**config.mk**
```make
export PLATFORM = sky130hd
export DESIGN_NAME = pbce_div
export DESIGN_NICKNAME = d
export VERILOG_FILES = /design/src/rtl/pbce_pkg.sv /design/src/rtl/pbce_div.sv
export SDC_FILE = /design/constraint.sdc
export NUM_CORES = 1
export LEC_CHECK = 0
export BUFFER_PORTS_ARGS = -buffer_cell sky130_fd_sc_hd__buf_2
export CORE_ASPECT_RATIO = 1.75
export CORE_MARGIN = 2
export CORE_UTILIZATION = 40
export CTS_CLUSTER_DIAMETER = 150
export DETAILED_ROUTE_END_ITERATION = 10
export PLACE_DENSITY_LB_ADDON = 0.1
export SLEW_MARGIN = 20
export SYNTH_ARGS = -nofsm -noshare
export SYNTH_HDL_FRONTEND = slang
export SYNTH_SLANG_ARGS = --single-unit
```
**constraint.sdc**
```tcl
create_clock -name clk -period 2.6 [get_ports clk]
set_clock_uncertainty 0.1 [all_clocks]
set_input_delay 0.26 -clock clk [delete_from_list [all_inputs] [get_ports clk]]
set_output_delay 0.26 -clock clk [all_outputs]
set_load 0.005 [all_outputs]
```
**src/rtl/pbce_pkg.sv**
```systemverilog
// Package with shared types and constants of the Bezier curve evaluator.
package pbce_pkg;
    localparam int MaxSegments = 16;
    localparam int FracBits = 16;
    localparam int IdxW = $clog2(MaxSegments);

    localparam logic [1:0] CMD_LOAD    = 2'd0;
    localparam logic [1:0] CMD_RESTART = 2'd1;
    localparam logic [1:0] CMD_ADVANCE = 2'd2;
    localparam logic [1:0] CMD_EVAL    = 2'd3;

    typedef struct packed {
        logic [1:0]         cmd;
        logic [3:0]         segment_index;
        logic [31:0]        segment_begin;
        logic [31:0]        segment_finish;
        logic signed [31:0] ctrl_a;
        logic signed [31:0] ctrl_b;
        logic signed [31:0] ctrl_c;
        logic signed [31:0] ctrl_d;
        logic [31:0]        time_delta;
    } req_t;

    typedef struct packed {
        logic signed [31:0] position;
        logic [3:0]         matched_segment;
        logic               past_all_segments;
    } rsp_t;

    // Handshake between the sequencer and the divider.
    typedef struct packed {
        logic start;
    } div_ctl_t;
endpackage

```
**src/rtl/pbce_div.sv**
```systemverilog
// Restoring divider, one quotient bit per cycle, for the local time.
module pbce_div (
    input  logic                 clk,
    input  logic                 rst_n,
    input  pbce_pkg::div_ctl_t   ctl,
    input  logic [31:0]          num,
    input  logic [31:0]          den,
    output logic                 done,
    output logic [32:0]          quo
);
    import pbce_pkg::*;

    localparam int NumW = 32 + FracBits;
    localparam int CntW = $clog2(NumW + 1);

    logic [NumW-1:0] q_reg, q_next;
    logic [32:0]     r_reg, r_next;
    logic [CntW-1:0] cnt_reg, cnt_next;
    logic            busy_reg, busy_next;
    logic            done_reg, done_next;
    logic [33:0]     trial;

    // One shift and subtract per cycle.
    always_comb
    begin
        q_next    = q_reg;
        r_next    = r_reg;
        cnt_next  = cnt_reg;
        busy_next = busy_reg;
        done_next = 1'b0;
        trial     = {r_reg, q_reg[NumW-1]} - {2'b00, den};
        if (ctl.start)
        begin
            q_next    = {num, {FracBits{1'b0}}};
            r_next    = '0;
            cnt_next  = CntW'(NumW);
            busy_next = 1'b1;
        end
        else if (busy_reg)
        begin
            if (!trial[33])
            begin
                r_next = trial[32:0];
                q_next = {q_reg[NumW-2:0], 1'b1};
            end
            else
            begin
                r_next = {r_reg[31:0], q_reg[NumW-1]};
                q_next = {q_reg[NumW-2:0], 1'b0};
            end
            cnt_next = cnt_reg - 1'b1;
            if (cnt_reg == CntW'(1))
            begin
                busy_next = 1'b0;
                done_next = 1'b1;
            end
        end
    end

    always_ff @(posedge clk or negedge rst_n)
    begin
        if (!rst_n)
        begin
            busy_reg <= 1'b0;
            done_reg <= 1'b0;
            cnt_reg  <= '0;
        end
        else
        begin
            busy_reg <= busy_next;
            done_reg <= done_next;
            cnt_reg  <= cnt_next;
        end
    end

    always_ff @(posedge clk)
    begin
        q_reg <= q_next;
        r_reg <= r_next;
    end

    assign done = done_reg;
    assign quo  = q_reg[32:0];

    a_done_idle: assert property (@(posedge clk) disable iff (!rst_n)
        done_reg |-> !busy_reg)
        else $error("divider done while busy");
    a_start_busy: assert property (@(posedge clk) disable iff (!rst_n)
        ctl.start |=> busy_reg)
        else $error("divider did not start");
    a_cnt_zero: assert property (@(posedge clk) disable iff (!rst_n)
        !busy_reg |-> cnt_reg == '0 || $past(ctl.start) == 1'b0)
        else $error("divider count left over");
endmodule

```
==> impl_metrics.toml, run 1 <==
[timing]
finalHoldViolations = 0
final-setup-viol-count = 33
tightest_slew_ps = 578
fin_crit_sh = 1.05
slew_viol_final = 0
max_freq_ghz = 0.365
finalCriticalPeriod_ps = 2740
rsz0062_at_grt = "yes"
max_slew_margin = 0.614
finalWorstSetupSlack_ps = -141

[place]
port_buffers = 100
pre_cts_slack_ps = -506
placed_area_mm2 = 0.00736
dp_hpwl_mm = 13.2
gp_congestion = 0.924

[setup_path]
critPathKind = "flop to flop"
crit_path_frequent_cell = "or4_4"
cp_data_arrival_time_ps = 2850
cp_slowest_cell = "or4_4"
max_stage_delay_ps = 560
end_kind = "flop"
crit_fanout = 7
start_kind = "flop"
path_cells = "ha_4 -> nand4_1 -> or4_4 -> a211oi_4 -> or4_4 -> and3_4 -> buf_12 -> mux2i_1 -> a211oi_1"
cp.required_ps = 2710

[power]
power_uw = 3440
peakVddDrop_mv = 0.433
p_per_area_mw_per_mm2 = 417
leakage_uw = 0.00389

[logic_synthesis]
synthAdderAreaFrac = 0.0737
seq_area_frac_synth = 0.354
synthFlopType = "dfxtp_1"
syn-cell-area_mm2 = 0.00604
synthCells = 680
synthMuxAreaShare = 0.0517
synth_top_area_share = 0.162
syn-num-nets = 782
synth_top_family_by_area = "compound AO/OA/AOI/OAI gates"
ys_warn_count = 0
yosys.area.top_type = "dfxtp_1"
synth-compound-area-share = 0.223
avgSynthCellArea_um2 = 8.89
synth_edf_count = 32
synth.distinct_cells = 65
yosys.area_share.simple = 0.161
synth-seq-cells = 89
synth_xor_area_frac = 0.0420
ys_async_sr_fraction = 0.0899
synth_area_leaders = "dfxtp_1 16%, edfxtp_1 16%, ha_1 7.0%"

[die]
dieWidth_um = 96.9
die_area_mm2 = 0.0161
rows = 59
dieHeight_um = 167
initial_core_util = 0.407
io_pins = 101
coreArea_mm2 = 0.0148

[cells_and_area]
layout_commonest_cell = "buf_4"
layout-drive-gt1-share = 0.384
area_growth_pct = 36.5
largest_register_ffs = 48
fill_cells = 1375
final_nets = 967
multiInputGateArea_mm2 = 0.00376
post-route-util = 0.556
layout_common_cells = "130 x buf_4, 100 x buf_2, 64 x nor2_1"
regArea_mm2 = 0.00216
n_antenna_cell = 0
post-route-cell-area_mm2 = 0.00825

[cts]
path_clk_slew_ps = 80
cts_root_buf = "clkbuf_16"
clock_latency_ps = 350
cts.sinks = 89
cts_tree = "done"
clockBufferDepth = 2
htreeDepth = 3
cts_inserted_buffers = 9

[hold_path]
hp-class = "input pin to flop"

[status]
violations = "negative setup slack"
status = "finished with violations"

[detailed_routing]
wirelength_mm = 18.1
dr.pass1.iters = 4
ant_nets = 0
wl_per_cell_um = 17.2
num_vias = 5771
drc_errors = 0
via_per_inst = 5.48
drt_iter0_drc = 198

[global_routing]
met1_usage = 0.247
grt_pass1_vias = 6073
use_met2 = 0.418
grt_usage = 0.224
busiest_layer = "met2"
grt_overflow_total = 0
antenna_found_initial = 0
grt_pass1_wl_mm = 29.7
grt_max_degree = 44
use_met3 = 0.0290

[job]
drv_cap = 0
cells in the mapped netlist, types with 12 or more instances:
master    instances
ha_1             34
dfxtp_1          49
a21o_1           19
a21oi_1          40
edfxtp_1         32
a211oi_1         16
a22o_1           31
nor2_1           65
nand3_1          19
mux2i_1          29
nand2_1          40
clkbuf_1         24
o21ai_0          19
inv_1            42
nor3_1           12
buf_4            34
xnor2_1          21
worst paths after layout:
kind                            from  slack [ps]  cells past startpoint         to
hold / removal                num[4]         110                      2  q_reg[20]
setup / recovery           r_reg[20]        -140                      9   r_reg[3]
setup reg to reg           r_reg[20]        -140                      9   r_reg[3]
max in group asynchronous      rst_n        2010                      2   busy_reg
hold reg to reg             q_reg[0]         400                      2   q_reg[0]
min in group asynchronous      rst_n         180                      2       done
final cells by class:
cell class	instances	share of cell area
Tap cell	183	0.0278
Sequential cell	89	0.261
Multi-Input combinational cell	482	0.456
Clock inverter	7	0.00849
Timing Repair Buffer	241	0.200
Inverter	42	0.0191
Clock buffer	9	0.0273
what timing repair did:
action | 4_1_cts | 5_1_grt
endpoints found under the setup margin | 34 | 34
pin swaps | 29 | 16
hold buffers | 1 | 0
hold endpoints to repair | 8 | 0
gates resized for setup | 61 | 16
buffers inserted | 13 | 4
cloned | 2 | 0
routing by layer:
metal,up-vias,part of all wire,wire length (um)
met5,-,0,0
met4,0,0.039,706
met2,144,0.52,9490
met3,44,0.034,615
met1,2747,0.40,7270
li1,2836,-,-
report_power, final:
part	internal, uW	leakage (uW)	switching [uW]
combinational	268	0.00290	269
clock	676	0.000141	663
sequential	1520	0.000847	45.9
total	2460	0.00389	978
critical path, delay by kind of cell (launching register included):
family	cells	cell delay (ps)
muxes	1	200
adders and majority gates	1	260
and+or+nand+nor	4	1200
buffers and inverters	1	150
AOI/OAI and AO/OA	2	330
DFF	1	340
cells by family (layout without fill, tap and decap cells):
group	after synthesis	after routing
simple gates	196	198
fa+ha+maj	35	35
mux	31	31
compound gates	189	189
xor+xnor	29	29
buf+inv	111	299
flops	89	89
metrics by stage:
step                      hold slack, ps  setup TNS (ps)  std cells
after floorplan                     -136           -1270        680
after global placement              13.9          -11710       1017
after detailed placement            17.4          -14250       1017
after CTS                            103           -2860       1049
after global routing                 109           -7430       1053
final                                113           -3340       1053
(Power assumes the default switching activity.)
==> run 2, diff against run 1 <==
Settings changed: CORE_ASPECT_RATIO 1.75 to 0.5, REMOVE_ABC_BUFFERS set to 1.
==> impl_metrics.toml, run 2 (synthesis results as in run 1) <==
[setup_path]
path_cells = "ha_4 -> nand4_1 -> or4_4 -> a211oi_4 -> or4_4 -> and3_4 -> buf_12 -> buf_12 -> mux2i_1 -> a211oi_2"
cp_data_arrival_time_ps = 3040
critPathTopFamily = "simple AND/OR/NAND/NOR gates"
start_kind = "flop"
end_kind = "flop"
cp.required_ps = 2730
cp_slowest_cell = "or4_4"
critPathKind = "flop to flop"
max_stage_delay_ps = 580
cp_num_buf_inv = 2
crit_fanout = 9

[status]
violations = "negative setup slack"
status = "finished with violations"

[cells_and_area]
largest_register_ffs = 48
layout_commonest_cell = "buf_4"
layout_common_cells = "142 x buf_4, 100 x buf_2, 64 x nor2_1"
post-route-cell-area_mm2 = 0.00832
final_nets = 978
area_growth_pct = 37.6
regArea_mm2 = 0.00215
multiInputGateArea_mm2 = 0.00372
fill_cells = 1328
post-route-util = 0.569
layout-drive-gt1-share = 0.386
n_antenna_cell = 0

[global_routing]
grt_pass1_vias = 5565
antenna_found_initial = 0
grt_max_degree = 33
grt_pass1_wl_mm = 27.9
grt_usage = 0.218
grt_overflow_total = 0

[job]
drv_cap = 0

[cts]
cts_tree = "done"
htreeDepth = 3
cts_root_buf = "clkbuf_16"
cts_inserted_buffers = 9
clock_latency_ps = 360
clockBufferDepth = 2
path_clk_slew_ps = 80
cts.sinks = 89

[die]
dieHeight_um = 90.9
die_area_mm2 = 0.0162
io_pins = 101
coreArea_mm2 = 0.0146
dieWidth_um = 178
initial_core_util = 0.413
rows = 31

[power]
leakage_uw = 0.00396
peakVddDrop_mv = 0.365
p_per_area_mw_per_mm2 = 417

[timing]
fin_tns_setup_ps = -7500
final-setup-viol-count = 33
timing.hold.ws_ps = 96.5
finalHoldViolations = 0
max_slew_margin = 0.648
rsz0062_at_grt = "yes"
max_freq_ghz = 0.343
fin_crit_sh = 1.12
finalWorstSetupSlack_ps = -313
slew_viol_final = 0
tightest_slew_ps = 522
finalCriticalPeriod_ps = 2910

[place]
port_buffers = 100
pre_cts_slack_ps = -414
gp_congestion = 0.900
dp_hpwl_mm = 12.4
placed_area_mm2 = 0.00750

[detailed_routing]
drc_errors = 0
dr.pass1.iters = 5
ant_nets = 0
wl_per_cell_um = 15.7
via_per_inst = 5.26
num_vias = 5675
wirelength_mm = 17.0
drt_iter0_drc = 398

[hold_path]
hp-class = "input pin to flop"
run 2: cell count changes in the layout (fill, tap and decap cells not counted), sizes merged:
cell and change:
and3 -2, buf +13, clkbuf +3, clkinv -1
clkinvlp -1, inv -1
run 2: layout make-up:
cell class / count / share of cell area
Inverter: 42 / 0.0190
Clock buffer: 12 / 0.0322
Multi-Input combinational cell: 480 / 0.447
Sequential cell: 89 / 0.258
Tap cell: 198 / 0.0298
Timing Repair Buffer: 254 / 0.210
Clock inverter: 4 / 0.00376
run 2: through the flow:
| stage | power (uW) | instances |
|---|---|---|
| CTS | 3480 | 1076 |
| floorplan | 1850 | 611 |
| global placement | 2100 | 1055 |
| detailed placement | 2100 | 1055 |
| global route | 3630 | 1079 |
| finish | 3470 | 1079 |
run 2: worst min-delay path, delay by kind of cell:
family	cells	cell delay [ps]
buffers and inverters	1	70
AO/OA/AOI/OAI	1	60
AND/OR/NAND/NOR	1	40
run 2: final timing paths:
| check | start | endpoint | slack (ps) | cells after the start |
|---|---|---|---|---|
| worst min register to register | q_reg[0] | q_reg[0] | 400 | 2 |
| worst max register to register | r_reg[23] | r_reg[4] | -310 | 10 |
| max in group asynchronous | rst_n | busy_reg | 2040 | 2 |
| worst min-delay path | num[0] | q_reg[16] | 100 | 3 |
| min in group asynchronous | rst_n | cnt_reg[2] | 180 | 2 |
| worst max-delay path | r_reg[23] | r_reg[4] | -310 | 10 |
run 2: metal layers:
layer,global-route usage,up-vias,part of all wire
li1,-,2852,-
met1,0.309,2667,0.50
met2,0.331,139,0.43
met3,0.0581,17,0.060
met4,0.0492,0,0.012
met5,0,-,0
run 2: what timing repair did:
action | 4_1_cts | 5_1_grt
pin swaps | 24 | 14
hold endpoints to repair | 8 | 0
endpoints found under the setup margin | 34 | 34
gates resized for setup | 40 | 44
cloned | 0 | 0
buffers inserted | 4 | 4
hold buffers | 1 | 0
run 2: power by group:
part	internal (uW)	switching, uW	total (uW)
Combinational	280	265	545
Clock	742	614	1360
Sequential	1520	46.6	1570
Total	2540	926	3470
